===== src/swrm_ram.sv =====
// ---------------------------------------------------------------------------
// swrm_ram: generic single-port-write, single-port-read RAM
// One write and one registered read per cycle.
// ---------------------------------------------------------------------------
module swrm_ram #(
  parameter int unsigned WIDTH = 32,
  parameter int unsigned DEPTH = 16
) (
  input  logic                     clk,
  input  logic                     we,
  input  logic [$clog2(DEPTH)-1:0] waddr,
  input  logic [WIDTH-1:0]         wdata,
  input  logic [$clog2(DEPTH)-1:0] raddr,
  output logic [WIDTH-1:0]         rdata
);

  logic [WIDTH-1:0] mem [DEPTH];

  always_ff @(posedge clk) begin
    if (we) begin
      mem[waddr] <= wdata;
    end
    rdata <= mem[raddr];
  end

endmodule


===== config.mk =====
export PLATFORM = sky130hd
export DESIGN_NAME = swrm_ram
export DESIGN_NICKNAME = d
export VERILOG_FILES = /design/src/swrm_ram.sv
export SDC_FILE = /design/constraint.sdc
export NUM_CORES = 1
export LEC_CHECK = 0
export ABC_CLOCK_PERIOD_IN_PS = 3550
export BUFFER_PORTS_ARGS = -buffer_cell sky130_fd_sc_hd__buf_2
export CORE_ASPECT_RATIO = 1.75
export CORE_MARGIN = 2
export CORE_UTILIZATION = 31
export CTS_BUF_LIST = sky130_fd_sc_hd__clkbuf_8
export CTS_CLUSTER_SIZE = 24
export DETAILED_ROUTE_END_ITERATION = 6
export GPL_ROUTABILITY_DRIVEN = 0
export MAX_ROUTING_LAYER = met4
export SYNTH_ARGS = -nofsm -noshare
export SYNTH_HDL_FRONTEND = slang
export SYNTH_SLANG_ARGS = --single-unit

===== constraint.sdc =====
create_clock -name clk -period 3.55 [get_ports clk]
set_input_delay 0.5325 -clock clk [delete_from_list [all_inputs] [get_ports clk]]
set_output_delay 0.5325 -clock clk [all_outputs]
set_load 0.1 [all_outputs]

# Word-level counts from Yosys, hierarchy flattened
# Memory sizes are Yosys's and may differ from the RTL's. A register that Yosys moved wholly into a read port is not among the register bits.
# Index checks and enable logic that the tools add are counted.
# W data, S select, Z words.
[classes]
mux = 2
[op_table]
columns = ["op", "count"]
rows = [
  ["$mux W1", 2],
]
[word_totals]
ram_bits = 512
ff_bits = 0
word_cells = 3
output_inout_bits = 32
memories = 1
[memory_table]
columns = ["memory", "words", "width", "rd", "rd_clocked_by_memory_dff", "wr", "line_no", "source"]
rows = [
  ["mem", 16, 32, 1, 1, 1, "17", "logic [WIDTH-1:0] mem [DEPTH];"],
]

# Logic depth before layout (Yosys ltp)
[logic_depth]
word_depth = 2
depth_mapped = 5
ltp_nobuf = 3

# Least setup slack after synthesis
# OpenSTA, ideal clock, no wires.
[synth_timing]
path_kind = "input to register"
startpoint = "input port waddr[2]"
endpoint = "memory mem[0][0] (enable)"
stages = 2
path_slack_ps = -162
arrival_time_ps = 3251
required_time_ps = 3089
path_buffers = 0
path_cell_list = "or3b_2 -> nor3_1"
[synth_lines]
columns = ["element", "line_no", "source"]
rows = [
  ["start, declared", "11", "input logic [$clog2(DEPTH)-1:0] waddr,"],
  ["end, declared", "17", ""],
]
# No word-level cell before the write port.

# Final worst setup path
[layout_timing]
startpoint = "register rdata[16] (read register of mem)"
endpoint = "output port rdata[16]"
[layout_lines]
columns = ["element", "line_no", "source"]
rows = [
  ["start, declared", "14", "output logic [WIDTH-1:0] rdata"],
]
# No word-level cell between the ends.

==> key figures <==
Outcome
  • Outcome: complete, no violations

Place
  • DP Area: 0.0215 mm²
  • IO buf count: 73
  • Pre-CTS WS: 0.917 ns
  • DP HPWL: 23,500 µm

Clock tree
  • Clock Pin Slew Worst Setup and Hold Paths: 0.07 ns
  • CTS Buf Count: 72
  • Hold Buf Count CTS: 0
  • Clk_lat worst skew: 0.63 ns
  • CTS Buffer Depth: 3
  • Sink Count: 544
  • Clk root buf: clkbuf_8
  • Postcts setup bufs: 0
  • Post-cts gate resize count: 0
  • H-tree level count: 3
  • CTS tree: built

Detailed routing
  • Post-route ant nets: 0
  • Initial drt markers: 601
  • Vias per cell: 4.88
  • WL per Instance: 23.1 µm
  • Routed WL: 42,400 µm
  • DRC: 0
  • Length of the first detailed-routing pass in iterations: 5
  • Via count: 8,979

Synth
  • Seq/Total Area, Yosys: 80.7%
  • Cells after Synth: 838
  • Top_reg_cell synth: edfxtp_1
  • Async SR Flop Fraction: 0%
  • Share of Yosys cell area claimed by the top area cell type: 77.4%
  • Synthesized area: 0.0199 mm²
  • Synth Net Count: 880
  • Leading area contributor after synthesis: edfxtp_1
  • Most frequent cell after synthesis: edfxtp_1
  • Synth Area per Inst: 23.7 µm²
  • Unique cell type count in the Yosys netlist: 18
  • #FFs+latches synth: 544
  • Synth warnings: 0
  • Dominant cells by area after synthesis: edfxtp_1 77%, mux4_2 15%, dfxtp_1 3.2%
  • Commonest cells in the netlist: 512 x edfxtp_1, 128 x mux4_2, 64 x a22oi_1
  • EDFF count, synth: 512

Floorplanning
  • Row Count: 122
  • Die ar.: 0.0662 mm²
  • Initial Utilization: 31.3%
  • Core ar.: 0.0633 mm²
  • Io pins: 74
  • Die H: 339 µm
  • Die Wd: 195 µm

Finish
  • Share of cells above drive strength 1: 33.8%
  • Area occupied by multi-input gates: 0.00376 mm²
  • Final Util: 36.2%
  • FF+latch area: 0.0160 mm²
  • Finished Cell Area: 0.0229 mm²
  • Nets: 1,014
  • # fillers: 5,675
  • Layout overhead on the synthesized area: 15.5%

Worst hold path
  • Min-Delay Path Class: input port to flip-flop
  • Hold_sp: wdata[12]
  • Hold Crit Depth: 1
  • Worst hold path endpoint: mem[3][12]

Power
  • Sw Ratio: 23.1%
  • Pwr dens: 557 mW/mm²
  • Internal power: 9.82 mW
  • VDD IR max: 234 µV
  • Combinational power share: 7.4%
  • Flop pwr share: 56.6%
  • Static Leakage: 7.31 nW
  • Clock share of power: 36.1%
  • Sw Pwr: 2.95 mW

STA
  • Final Skew: 0.0229 ns
  • Max Freq: 0.501 GHz
  • Rel. slew slack: 31.3%
  • Final setup fails: 0
  • TNS Setup: 0 ns
  • Final hold viol count: 0
  • Min cycle time layout: 2.00 ns
  • Final worst-path setup slack: 1.55 ns
  • Slew @ Worst Pin: 1.03 ns
  • RSZ-0062 raised after global routing: false
  • Tcrit/Tclk final: 56.2%
  • Final slew viol count: 0

Critical path
  • WP data required: 3.02 ns
  • CP max FO: 1
  • Crit. path cell count: 1
  • R2R Path End: rdata[23]
  • Reg2reg path depth: 3
  • R2R Setup Slk: 2.22 ns
  • CP endpoint kind: output pin
  • Arrival @ worst endpoint: 1.46 ns
  • Worst path cell trace: buf_2
  • Crit-path slowest cell: buf_2
  • Startpoint types: flip-flop
  • Worst Path Buf+Inv: 1
  • CP top delay family: buffers and inverters
  • R2r startpoint: mem[1][23]
  • Worst setup path category: flip-flop to output pin
  • CP max stage delay: 0.46 ns

GRT
  • Largest net degree at the start of global routing: 53
  • First-pass GRT wire length: 63,000 µm
  • Initial antenna violation count: 6
  • Vias in the first global route: 9,761
  • Total GRT Usage: 13.4%
  • Grt ovf: 0

Run
  • Max_cap viols: 0
cells by family after synthesis:
group                  Yosys count  synth area share [%]
DFF                            544                  80.7
muxes                          128                  14.5
AOI/OAI and AO/OA               64                  2.42
and+or+nand+nor                 59                  1.27
buffers and inverters           43                  1.12
state kept, by name, summed over array words and instances, names as in the netlist:
signal and cells:
mem 512, rdata 32
how the worst max path moves through the flow:
stage                 to  slack, ns       from
2_1_floorplan  mem[8][0]       0.14   waddr[2]
3_3_place_gp   mem[1][7]       0.98   waddr[2]
3_5_place_dp   mem[1][9]       0.92   waddr[2]
4_1_cts        rdata[27]       1.47  rdata[27]
5_1_grt        rdata[16]       1.48  rdata[16]
6_report       rdata[16]       1.55  rdata[16]
area by class of cell:
type	count	share of cell area [%]
clock inverter	46	1.19
multi-input combinational	251	16.4
sequential	544	69.9
tap	806	4.40
antenna	6	0.0655
clock buffer	84	5.04
timing repair buffer	103	3.06
power by group through the flow:
stage | sequential, mW | combinational (mW) | clock [mW]
after floorplan | 7.66 | 0.345 | 0
after global placement | 7.36 | 0.946 | 0
after detailed placement | 7.37 | 0.956 | 0
after CTS | 7.23 | 0.957 | 4.74
after global routing | 7.23 | 0.995 | 4.98
final | 7.22 | 0.939 | 4.60
cells in the final DEF, fill, tap and decap left out, types with 2 or more instances in the layout:
master / Yosys / routed
buf_12: 0 / 8
nor2_4: 0 / 13
nand3b_1: 2 / 2
nor2b_4: 0 / 2
mux4_2: 128 / 128
dfxtp_1: 32 / 32
clkinvlp_4: 0 / 3
buf_4: 11 / 23
clkbuf_8: 0 / 85
a22oi_1: 64 / 64
nand2_1: 33 / 33
buf_2: 4 / 71
nor3_2: 0 / 3
clkinv_1: 0 / 14
nand2b_1: 2 / 2
edfxtp_1: 512 / 512
clkinv_2: 0 / 4
bufinv_16: 0 / 3
inv_1: 0 / 21
diode_2: 0 / 6
through the flow:
step           std cells  total power, mW  hold slack [ns]
2_1_floorplan        838             8.01            0.631
3_3_place_gp        1704             8.31            0.648
3_5_place_dp        1704             8.32            0.656
4_1_cts             1834             12.9            0.232
5_1_grt             1840             13.2            0.256
6_report            1840             12.8            0.293
layer usage:
layer / wire length (µm) / GRT usage (%) / vias to the layer above
met5: 0 / - / -
met4: 802 / 4.34 / 0
met3: 2090 / 2.89 / 54
met2: 23100 / 23.5 / 233
met1: 16400 / 15.2 / 4845
li1: - / - / 3847
Power figures use the tool's default switching activity.
