--- src/swrm_pkg.sv ---
// ---------------------------------------------------------------------------
// swrm_pkg: shared constants and types of the stream rate meter
// Window depth, index widths and fixed-point constants.
// ---------------------------------------------------------------------------
package swrm_pkg;

  localparam int unsigned WINDOW_DEPTH = 180;
  localparam int unsigned SLOT_W       = $clog2(WINDOW_DEPTH);
  localparam int unsigned HELD_W       = $clog2(WINDOW_DEPTH + 1);
  localparam int unsigned CNT_W        = 8;

  localparam logic [31:0] MAX32      = 32'hFFFF_FFFF;
  localparam logic [31:0] Q8_MS_TO_S = 32'd256000;

  localparam logic [0:0] KIND_APPEND = 1'b0;
  localparam logic [0:0] KIND_CLEAR  = 1'b1;

  // divider request / status between top level and divider
  typedef struct packed {
    logic        start;
    logic [63:0] dividend;
    logic [31:0] divisor;
  } div_req_t;

  typedef struct packed {
    logic        done;
    logic [31:0] quot_sat;
  } div_rsp_t;

endpackage

--- src/swrm_div.sv ---
// ---------------------------------------------------------------------------
// swrm_div: 64 by 32 bit radix-2 restoring divider, saturating quotient
// One quotient bit per cycle.
// ---------------------------------------------------------------------------
module swrm_div
  import swrm_pkg::*;
(
  input  logic     clk,
  input  logic     rst_n,
  input  div_req_t req,
  output div_rsp_t rsp
);

  logic [6:0]  cnt_r, cnt_nxt;
  logic        busy_r, busy_nxt;
  logic        done_r, done_nxt;
  logic [63:0] quo_r, quo_nxt;
  logic [32:0] rem_r, rem_nxt;
  logic [31:0] dvs_r, dvs_nxt;
  logic [32:0] trial;
  logic [33:0] diff;

  // one shift-subtract step
  always_comb begin
    trial    = {rem_r[31:0], quo_r[63]};
    diff     = {1'b0, trial} - {2'b00, dvs_r};
    cnt_nxt  = cnt_r;
    busy_nxt = busy_r;
    done_nxt = 1'b0;
    quo_nxt  = quo_r;
    rem_nxt  = rem_r;
    dvs_nxt  = dvs_r;
    if (req.start) begin
      quo_nxt  = req.dividend;
      rem_nxt  = '0;
      dvs_nxt  = req.divisor;
      cnt_nxt  = '0;
      busy_nxt = 1'b1;
    end else if (busy_r) begin
      if (!diff[33]) begin
        rem_nxt = diff[32:0];
        quo_nxt = {quo_r[62:0], 1'b1};
      end else begin
        rem_nxt = trial;
        quo_nxt = {quo_r[62:0], 1'b0};
      end
      cnt_nxt = cnt_r + 7'd1;
      if (cnt_r == 7'd63) begin
        busy_nxt = 1'b0;
        done_nxt = 1'b1;
      end
    end
  end

  always_ff @(posedge clk) begin
    if (!rst_n) begin
      busy_r <= 1'b0;
      done_r <= 1'b0;
      cnt_r  <= '0;
    end else begin
      busy_r <= busy_nxt;
      done_r <= done_nxt;
      cnt_r  <= cnt_nxt;
    end
    quo_r <= quo_nxt;
    rem_r <= rem_nxt;
    dvs_r <= dvs_nxt;
  end

  assign rsp.done     = done_r;
  assign rsp.quot_sat = (quo_r[63:32] != 32'd0) ? MAX32 : quo_r[31:0];

endmodule

--- config.mk ---
export PLATFORM = sky130hd
export DESIGN_NAME = swrm_div
export DESIGN_NICKNAME = d
export VERILOG_FILES = /design/src/swrm_pkg.sv /design/src/swrm_div.sv
export SDC_FILE = /design/constraint.sdc
export NUM_CORES = 1
export LEC_CHECK = 0
export BUFFER_PORTS_ARGS = -buffer_cell sky130_fd_sc_hd__buf_2
export CAP_MARGIN = 40
export CELL_PAD_IN_SITES_DETAIL_PLACEMENT = 1
export CELL_PAD_IN_SITES_GLOBAL_PLACEMENT = 1
export CORE_ASPECT_RATIO = 1.25
export CORE_UTILIZATION = 44
export DETAILED_ROUTE_END_ITERATION = 10
export PLACE_DENSITY = 0.92
export RECOVER_POWER = 25
export SLEW_MARGIN = 20
export SYNTH_ARGS = -nofsm -noshare
export SYNTH_HDL_FRONTEND = slang
export SYNTH_SLANG_ARGS = --single-unit
--- constraint.sdc ---
create_clock -name clk -period 3.4 [get_ports clk]
set_input_delay 0.17 -clock clk [delete_from_list [all_inputs] [get_ports clk]]
set_output_delay 0.17 -clock clk [all_outputs]
set_load 0.05 [all_outputs]
# --- Yosys cells after proc, flatten, opt, wreduce, memory -nomap -nowiden ---
# Index checks and enable logic that the tools add are counted.
op_classes:
  add_sub_neg: 2
  eq_ne: 1
  n_mux: 9
  n_bitwise: 2
  reduce_logical: 4
ops:
  columns: ["operator", "count"]
  rows:
  - ["two-way mux 64 bit", 2]
  - ["two-way mux 32 bit", 2]
  - ["subtractor 33 x 32 -> 34 bit", 1]
  - ["nonzero test 32 bit", 1]
  - ["adder 7 x 1 -> 7 bit, second input constant", 1]
  - ["== test 7 x 6 -> 1 bit, second input constant", 1]
  - ["two-way mux 1 bit", 5]
  - ["OR reduction 3 bit", 1]
  - ["inverter 1 bit", 2]
  - ["nonzero test 2 bit", 1]
  - ["OR reduction 2 bit", 1]
word_totals:
  ff_bits: 137
  inputBits: 99
  out_inout_bits: 33
  wordCells: 24

# --- Longest topological paths before layout ---
# Gate-level depths: netlist of the first run.
logic_depth:
  word_depth: 4
  mapped_depth: 13
  mapped_depth_nobuf: 13

# --- Worst setup path before layout of the first run ---
# No wires, ideal clock.
synth_path:
  path_kind: "register -> register"
  startpoint: "register quo_r[63]"
  endpoint: "register rem_r[28]"
  setup_ns: 0.091
  t_arrival_ns: 2.975
  required_time_ns: 3.309
  slack_ns: 0.334
  path_stages_with_launch: 14
  path_buffers: 0
  synth_period_minus_slack_ns: 3.066
  path_cell_list: "edfxtp_1 -> inv_1 -> ha_1 -> inv_1 -> fa_1 -> a211oi_1 -> o21bai_1 -> a21oi_1 -> o21bai_1 -> a41oi_1 -> o221ai_1 -> a21o_1 -> nand3b_1 -> a311oi_1"
synth_between:
  elab_chain_len: 2
synth_lines:
  columns: ["item", "line_no", "text"]
  rows:
  - ["from (decl)", "swrm_div.sv:17", "logic [63:0] quo_r, quo_nxt;"]
  - ["from (signal assigned)", "swrm_div.sv:65", "quo_r <= quo_nxt;"]
  - ["subtractor 33 x 32 -> 34 bit", "swrm_div.sv:26", "diff = {1'b0, trial} - {2'b00, dvs_r};"]
  - ["two-way mux 32 bit", "swrm_div.sv:40", "if (!diff[33]) begin"]
  - ["to (signal assigned)", "swrm_div.sv:66", "rem_r <= rem_nxt;"]
  - ["to (decl)", "swrm_div.sv:18", "logic [32:0] rem_r, rem_nxt;"]
# No other way between the ends.
# A chain may end at the register's enable or synchronous reset.

# --- Worst setup path after layout of the first run ---
layout_path:
  startpoint: "register dvs_r[16]"
  endpoint: "register rem_r[12]"
layout_between:
  elab_chain_len: 2
layout_lines:
  columns: ["item", "line_no", "text"]
  rows:
  - ["from (decl)", "swrm_div.sv:19", "logic [31:0] dvs_r, dvs_nxt;"]
  - ["from (signal assigned)", "swrm_div.sv:67", "dvs_r <= dvs_nxt;"]
  - ["subtractor 33 x 32 -> 34 bit", "swrm_div.sv:26", null]
  - ["two-way mux 32 bit", "swrm_div.sv:40", null]
# No other way between the ends.

==> summary.md, run 1 <==
| Metric | Value |
|---|---|
| Worst reg2reg setup slack | between 0.2 and 0.3 ns |
| Fmax achieved | around 320 MHz |
| Post-synthesis simple-gate area fraction | between 10% and 20% |
| Reg clk slew, reported paths | 0.07 ns |
| # clock sinks | ~140 |
| Main synth FF type | edfxtp_1 |
| # diodes | 0 |
| CTS tree | done |
| Aggregate global routing overflow | 0 |
| Tot GR Track Use | around 24% |
| Crit-path max FO | 21 |
| Die Span X | roughly 120 um |
| CTS root buffer | clkbuf_16 |
| Net Count, Synth | 820 |
| RR Endpoint | rem_r[12]$_SDFFE_PP0P_ |
| Worst r2r src | dvs_r[16]$_DFFE_PP_ |
| Wire per inst | between 15 and 20 um |
| Die H | roughly 150 um |
| Initial DRC Count | 200 |
| Post-synthesis sequential area ratio | 49.8% |
| Worst Setup EP | rem_r[12]$_SDFFE_PP0P_ |
| Max-slew violation count | 0 |
| Clk_lat worst skew | approximately 0.43 ns |
| CP Launch Point | dvs_r[16]$_DFFE_PP_ |
| Layout cells sized above 1 | 28.9% |
| Tightest Pin Transition | 0.759 ns |
| Max-cap violations | 0 |
| # setup viols final | 0 |
| Detailed-route DRC error count | 0 |
| Htree depth | 4 |
| Core area | around 16,000 um2 |
| Vias in the first global route | 6,587 |
| Count of different cell masters after synthesis | 55 |
| I/O Pins | roughly 130 |
| Asr flop ratio synth | 0% |
| First-pass iteration count of the detailed router | 4 |
| Initial antenna violation count | 0 |
| Final ANT Viol Nets | 0 |
| Setup TNS | 0 ns |
| Post-synthesis mux area share | 10.2% |
| Initial cell density of the core | a little under half |
| Period utilization | just over 90% |
| Clock buffer depth | 2 |
| Critical path class | flip-flop to flip-flop |
| Worst path required time | about 3.7 ns |
| Cell Area, Placed | ~8300 um2 |
| RSZ-0062 raised after global routing | no |
| CP Capture Type | flip-flop |
| Final wirelength | just over 20 mm |
| Routability congestion estimate | 0.828 |
| Crit path DAT | between 3 and 4 ns |
| Vias after detailed routing | about 6,000 |
| Layout Skew | 0.0105 ns |
| Hold Crit Class | input pin to flip-flop |
| Syn_area_per_cell | roughly 11 um2 |
| Yosys reg bits | 137 |
| Reg2reg path depth | 11 |
| First-pass GRT wire length | between 30 and 40 mm |
| Vias per cell | ~5.6 |
| Status | finished clean |
| P_leak | 3.69 nW |
| Number of CTS-inserted buffers | 17 |
| Cell Pwr Density | around 540 nW/um2 |
| Final-layout fill cell count | ~1,700 |
| Row cnt | 52 |
| Xor and xnor fraction of the mapped netlist area | under 10% |
| Number of synthesized flops with an enable pin | 96 |
| YS warnings | 0 |
| Die Area | about 17,000 um2 |
| Nets | 978 |
| Synth-to-layout area growth | 24.9% |
| Mapped cell area | about 7400 um2 |
| Min cycle time layout | 3.13 ns |
| Final hold violation count | 0 |
| Worst IR Drop VDD | around 350 uV |
| HPWL Detailed | approximately 13 mm |
| Pin count of the biggest net entering global routing | 127 |
| Crit start category | flip-flop |
| Max_slew headroom | between 40% and 50% |
| Fin area | around 9300 um2 |
| Cells after Synth | just under 700 |
| Complex-gate fraction of the synthesized area | a little over an eighth |
| Port bufs | 131 |
| Largest family of logic cells by synthesized area | compound AO/OA/AOI/OAI gates |
| Post-synthesis adder-cell area fraction | 5.83% |
-- stage by stage --
stage          setup WS, ns  total power, mW  util (%)  instances  hold WS, ns
2_1_floorplan         0.334             2.65         -        687        0.269
6_report              0.270             4.97      56.8       1074       0.0421
4_1_cts              0.0580             4.98      56.7       1074       0.0335
3_5_place_dp         0.0724             2.91      50.8       1009        0.349
3_3_place_gp          0.219             2.86      50.8       1009        0.348
5_1_grt              0.0491             5.16      56.8       1074       0.0300
-- critical path: stages (launching register included) --
cell	delay, ns
edfxtp_1	0.32
inv_1	0.05
ha_1	0.42
a21oi_1	0.19
a211o_1	0.29
a21oi_2	0.16
nand3_1	0.11
o211a_4	0.29
o311ai_4	0.43
buf_4	0.33
nand2_1	0.12
a311oi_1	0.29
-- how the worst min path moves through the flow --
stage                       start             endpoint  cells past startpoint
after global placement     req[7]   dvs_r[7]$_DFFE_PP_                      1
final                     req[65]  quo_r[33]$_DFFE_PP_                      2
after detailed placement   req[7]   dvs_r[7]$_DFFE_PP_                      1
after CTS                 req[84]  quo_r[52]$_DFFE_PP_                      2
after floorplan            req[0]   dvs_r[0]$_DFFE_PP_                      0
after global routing      req[65]  quo_r[33]$_DFFE_PP_                      2
-- cell type report --
type | count | area (um2) | share of cell area (%)
Inverter | 40 | 150 | 1.62
Multi-Input combinational cell | 473 | 3440 | 37.1
Timing Repair Buffer | 176 | 1080 | 11.7
Clock buffer | 17 | 425 | 4.58
Sequential cell | 137 | 3700 | 39.9
Tap cell | 216 | 270 | 2.91
Clock inverter | 15 | 208 | 2.24
-- sequential cells by signal, indices dropped and copies added, names as in the netlist --
signal and count:
quo_r 64, dvs_r 32, rem_r 32, cnt_r 7, busy_r 1, done_r 1
-- cell families after synthesis --
group                      count (synthesis)
muxes                                     68
buffers and inverters                     77
xor gates and xnor gates                  29
and+or+nand+nor                          199
DFF                                      137
AOI/OAI and AO/OA                        143
adders and majority gates                 34
-- synth_stat cells, types with 6 or more instances --
library cell	n	share of area, %
o21bai_1	6	0.61
nand2_1	60	3.0
ha_1	33	5.6
dfxtp_1	41	11
inv_1	39	2.0
nand3_1	6	0.40
nor3_1	9	0.61
nor4_1	9	0.76
nor2b_1	7	0.59
a211oi_1	10	1.0
a311oi_1	16	1.9
a21o_1	10	1.0
mux2_2	64	9.7
xor2_1	12	1.4
edfxtp_1	96	39
xnor2_1	17	2.0
a21oi_1	33	2.2
or3_1	39	3.3
nor2_1	45	2.3
nand4_1	9	0.76
clkbuf_1	26	1.3
o21ai_0	26	1.8
-- placed cells by master, fill, tap and decap left out, types with 7 or more instances in the layout --
cell type | netlist | layout
buf_2 | 4 | 127
edfxtp_1 | 96 | 96
inv_1 | 39 | 38
o21ai_0 | 26 | 26
a211oi_1 | 10 | 8
nor3_1 | 9 | 9
a21oi_1 | 33 | 33
a21o_1 | 10 | 10
or3_1 | 39 | 39
clkbuf_16 | 0 | 17
dfxtp_1 | 41 | 40
nor4_1 | 9 | 9
nand4_1 | 9 | 9
xor2_1 | 12 | 12
buf_4 | 4 | 11
nand2_1 | 60 | 60
mux2_2 | 64 | 64
ha_1 | 33 | 33
nor2_1 | 45 | 45
dlygate4sd3_1 | 0 | 33
nor2b_1 | 7 | 7
a311oi_1 | 16 | 16
xnor2_1 | 17 | 17
-- power by group --
group	internal [mW]	switching [mW]	total, mW
clock network	1.19	0.841	2.03
logic	0.395	0.494	0.889
registers	1.96	0.0914	2.05
-- what timing repair did --
item	CTS	global route
gates resized for setup	0	4
endpoints found under the setup margin	0	4
buffers inserted	0	0
hold buffers	33	0
hold endpoints to repair	33	0
-- per-layer routing --
metal,GRT usage (%),share of wire (%)
met5,0,0
met4,12.1,3.5
met3,6.52,5.2
met2,45.0,53
met1,25.4,38
(Power assumes the default switching activity.)
==> run 2: changes to the inputs <==
ABC_AREA = 1   (was unset)
CORE_UTILIZATION = 42   (was 44)
PLACE_DENSITY = 0.93   (was 0.92)
==> run 2 against run 1 <==
Against the previous run:
- critical path depth grew 4
- sequential share of layout area shrank 4.4 points
- clock skew is essentially flat
- largest cell class is now multi-input gates
- critical path type unchanged
- core utilization shrank 3.9 points
==> summary.md, run 2 <==
| Metric | Value |
|---|---|
| CTS tree | done |
| Worst reg2reg setup slack | 0.70 ns (+0.43 ns) |
| CTS root buffer | clkbuf_16 |
| Register Area | 3700 um2 (about the same) |
| Tightest Pin Transition | 0.968 ns (+0.209 ns) |
| Area of the multi-input gates | 3840 um2 (+12%) |
| Wire per inst | 17.6 um (-8.5%) |
| Pin count of the biggest net entering global routing | 88 (-31%) |
| Min cycle time layout | 2.70 ns (-0.426 ns) |
| # diodes | 0 (unchanged) |
| Cell Area, Placed | 9450 um2 (+14%) |
| Worst Min Path Start | req[77] |
| Internal power | 3.28 mW (-7.6%) |
| # setup viols final | 0 (unchanged) |
| RR Endpoint | rem_r[0]$_SDFFE_PP0P_ |
| Hold path cells | 3 (+1) |
| Clock buffer depth | 2 (unchanged) |
| Post-synthesis sequential area ratio | 43.4% (-6.5 points) |
| Reg2reg path depth | 15 (+4) |
| CP Capture Type | flip-flop |
| P_leak | 5.27 nW (+43%) |
| Sw frac | 26.9% (-1.8 points) |
| Core area | 19,700 um2 (+21%) |
| Cell Pwr Density | 430 nW/um2 (-20%) |
| RSZ-0062 raised after global routing | no |
| Most frequent cells in the layout | nand2_1 (462), inv_1 (214), buf_2 (128) |
| Top flop regs | quo_r x64, dvs_r x32, rem_r x32 |
| Period utilization | 79.5% (-13 points) |
| Fin area | 10,400 um2 (+12%) |
| Port bufs | 131 (unchanged) |
| Clk_lat worst skew | 0.44 ns (about the same) |
| Largest cells by area after synthesis | edfxtp_1 (34%), nand2_1 (20%), dfxtp_1 (9.6%) |
| Number of synthesized flops with an enable pin | 96 (unchanged) |
| Layout cells sized above 1 | 15.2% (-14 points) |
| Overall power | 4.48 mW (-9.8%) |
| Post-synth top cells | nand2_1 (462), inv_1 (215), edfxtp_1 (96) |
| Syn_area_per_cell | 7.25 um2 (-33%) |
| First-pass iteration count of the detailed router | 4 (unchanged) |
| HPWL Detailed | 19.6 mm (+49%) |
| Post-CTS Resized | 0 (unchanged) |
| Die Span X | 130 um (+9.6%) |
| Initial antenna violation count | 0 (unchanged) |
| Setup TNS | 0 ns (unchanged) |
| Crit start category | flip-flop |
| Fin cells | 1,617 (+51%) |
| Number of CTS-inserted buffers | 17 (unchanged) |
| Max_slew headroom | 35.4% (-13 points) |
| Critical path class | flip-flop to flip-flop |
| Final ANT Viol Nets | 0 (unchanged) |
| Htree depth | 4 (unchanged) |
| Final hold violation count | 0 (unchanged) |
| Yosys reg bits | 137 (unchanged) |
| First-pass GRT wire length | 46.1 mm (+39%) |
| Postcts setup bufs | 0 (unchanged) |
| Vias in the first global route | 9,271 (+41%) |
| Initial DRC Count | 305 (+53%) |
| Worst path required time | 3.73 ns (about the same) |
| YS warnings | 0 (unchanged) |
| Reg clk slew, reported paths | 0.07 ns (about the same) |
| Top-count cell post-synth | nand2_1 |
| CTS hold repair buffers | 36 (+9.1%) |
| Placed Instances | 1,550 (+54%) |
| Mapped cell area | 8540 um2 (+15%) |
| Detailed-route DRC error count | 0 (unchanged) |
| Final wirelength | 28.4 mm (+38%) |
| Synth-to-layout area growth | 22.0% |
| Final-layout fill cell count | 2,542 (+46%) |
| Worst r2r src | dvs_r[8]$_DFFE_PP_ |
| Yosys top cell area share | 33.8% (-5.0 points) |
| Initial cell density of the core | 43.4% (-2.1 points) |
| Cells after Synth | 1,178 (+71%) |
| Die Area | 20,900 um2 (+20%) |
| Crit-path max FO | 35 (+67%) |
| Vias per cell | 5.16 (-7.5%) |
| Max reg flops | 64 (unchanged) |
| Commonest non-fill, non-tap cell in the layout | nand2_1 |
| Worst Hold Path EP | quo_r[45]$_DFFE_PP_ |
| Reg power frac | 44.1% (+2.8 points) |
| Switch Pwr | 1.21 mW (-15%) |
| Die H | 161 um (+9.6%) |
| Row cnt | 57 (+9.6%) |
| Synth area leader | edfxtp_1 |
| Combinational power share | 11.1% (-6.8 points) |
| Worst IR Drop VDD | 346 uV (-0.11%) |
| Nets | 1,473 (+51%) |
| # clock sinks | 137 (unchanged) |
| Fmax achieved | 370 MHz (+16%) |
| Register with the most flip-flops | quo_r |
| Routability congestion estimate | 0.963 (+16%) |
| Main synth FF type | edfxtp_1 |
| Aggregate global routing overflow | 0 (unchanged) |
| Tot GR Track Use | 28.8% (+4.4 points) |
| Hold Crit Class | input pin to flip-flop |
| Max-slew violation count | 0 (unchanged) |
| Net Count, Synth | 1,311 (+60%) |
| Layout Skew | 0.0101 ns (-0.000434 ns) |
| Max-cap violations | 0 (unchanged) |
| Crit path DAT | 3.03 ns (-0.42 ns) |
| I/O Pins | 132 (unchanged) |
| Status | finished clean |
| Asr flop ratio synth | 0% (unchanged) |
| Clk pwr share | 44.8% (+4.0 points) |
| Final core occ | 52.9% (-3.9 points) |
| Vias after detailed routing | 8,340 (+39%) |
| Count of different cell masters after synthesis | 40 (-27%) |
[run 2: cell types whose count changed after synthesis, moves of 10 or more]
| cell | before | now |
|---|---|---|
| mux2_2 | 64 | 0 |
| a21o_1 | 10 | 0 |
| a21oi_1 | 33 | 23 |
| a311oi_1 | 16 | 0 |
| o21ai_1 | 1 | 13 |
| nand3b_1 | 1 | 12 |
| a211oi_1 | 10 | 0 |
| o21ai_0 | 26 | 37 |
| nand2_1 | 60 | 462 |
| or3_1 | 39 | 0 |
| nand3_1 | 6 | 80 |
| inv_1 | 39 | 215 |
[run 2: cells by family (layout without fill, tap and decap cells)]
| logic type | after synthesis | count (layout) | share of synthesized area [%] |
|---|---|---|---|
| buf+inv | 252 | 426 | 11.7 |
| simple gates | 658 | 658 | 33.1 |
| xor+xnor | 16 | 16 | 1.64 |
| flops | 137 | 137 | 43.4 |
| compound gates | 81 | 81 | 5.08 |
| fa+ha+maj | 34 | 34 | 5.07 |
[run 2: cell type report]
type	instances	share of cell area, %
Clock buffer	17	4.08
Clock inverter	14	1.81
Inverter	219	7.89
Multi-Input combinational cell	789	36.8
Sequential cell	137	35.5
Tap cell	265	3.18
Timing Repair Buffer	176	10.7
[run 2: power groups by stage]
| stage | Sequential [mW] | Combinational (mW) | Clock [mW] |
|---|---|---|---|
| 2_1_floorplan | 1.99 | 0.272 | 0 |
| 3_3_place_gp | 2.00 | 0.415 | 0 |
| 3_5_place_dp | 2.01 | 0.445 | 0 |
| 4_1_cts | 1.97 | 0.491 | 2.03 |
| 5_1_grt | 1.99 | 0.551 | 2.08 |
| 6_report | 1.98 | 0.497 | 2.01 |
[run 2: how the worst max path moves through the flow]
stage | from | to | slack (ns) | depth (start not counted)
2_1_floorplan | req[96] | quo_r[0]$_DFFE_PP_ | 0.37 | 4
3_3_place_gp | dvs_r[8]$_DFFE_PP_ | rem_r[21]$_SDFFE_PP0P_ | 0.91 | 15
3_5_place_dp | dvs_r[11]$_DFFE_PP_ | rem_r[21]$_SDFFE_PP0P_ | 0.80 | 15
4_1_cts | rem_r[1]$_SDFFE_PP0P_ | rem_r[2]$_SDFFE_PP0P_ | 0.70 | 14
5_1_grt | dvs_r[8]$_DFFE_PP_ | rem_r[0]$_SDFFE_PP0P_ | 0.43 | 15
6_report | dvs_r[8]$_DFFE_PP_ | rem_r[0]$_SDFFE_PP0P_ | 0.70 | 15
[run 2: per-layer routing]
metal	part of all wire (%)	global-route usage (%)	wire length (um)	vias to the layer above
met5	0	0	0	-
met4	4.3	14.2	1210	0
met3	4.1	5.40	1160	89
met2	53	54.0	15000	249
met1	39	30.3	11000	3999
li1	-	-	-	4003
[run 2: worst max-delay path: stages, from the launching register on]
cell and delay, ns:
edfxtp_1 0.32, inv_1 0.04, ha_1 0.35, nand2_1 0.12
nand2_1 0.10, inv_1 0.08, nand2_2 0.08, inv_1 0.09
nand3_2 0.12, nand2_2 0.09, nand2_2 0.07, nand2_4 0.36
nand2_4 0.37, nand2_1 0.14, nand3_1 0.08, o21ai_0 0.15
[run 2: metrics by stage]
| step | hold WS (ns) | worst slack, ns |
|---|---|---|
| after detailed placement | 0.348 | 0.803 |
| final | 0.0176 | 0.696 |
| after floorplan | 0.269 | 0.368 |
| after CTS | 0.00112 | 0.699 |
| after global placement | 0.348 | 0.909 |
| after global routing | 0.0185 | 0.433 |
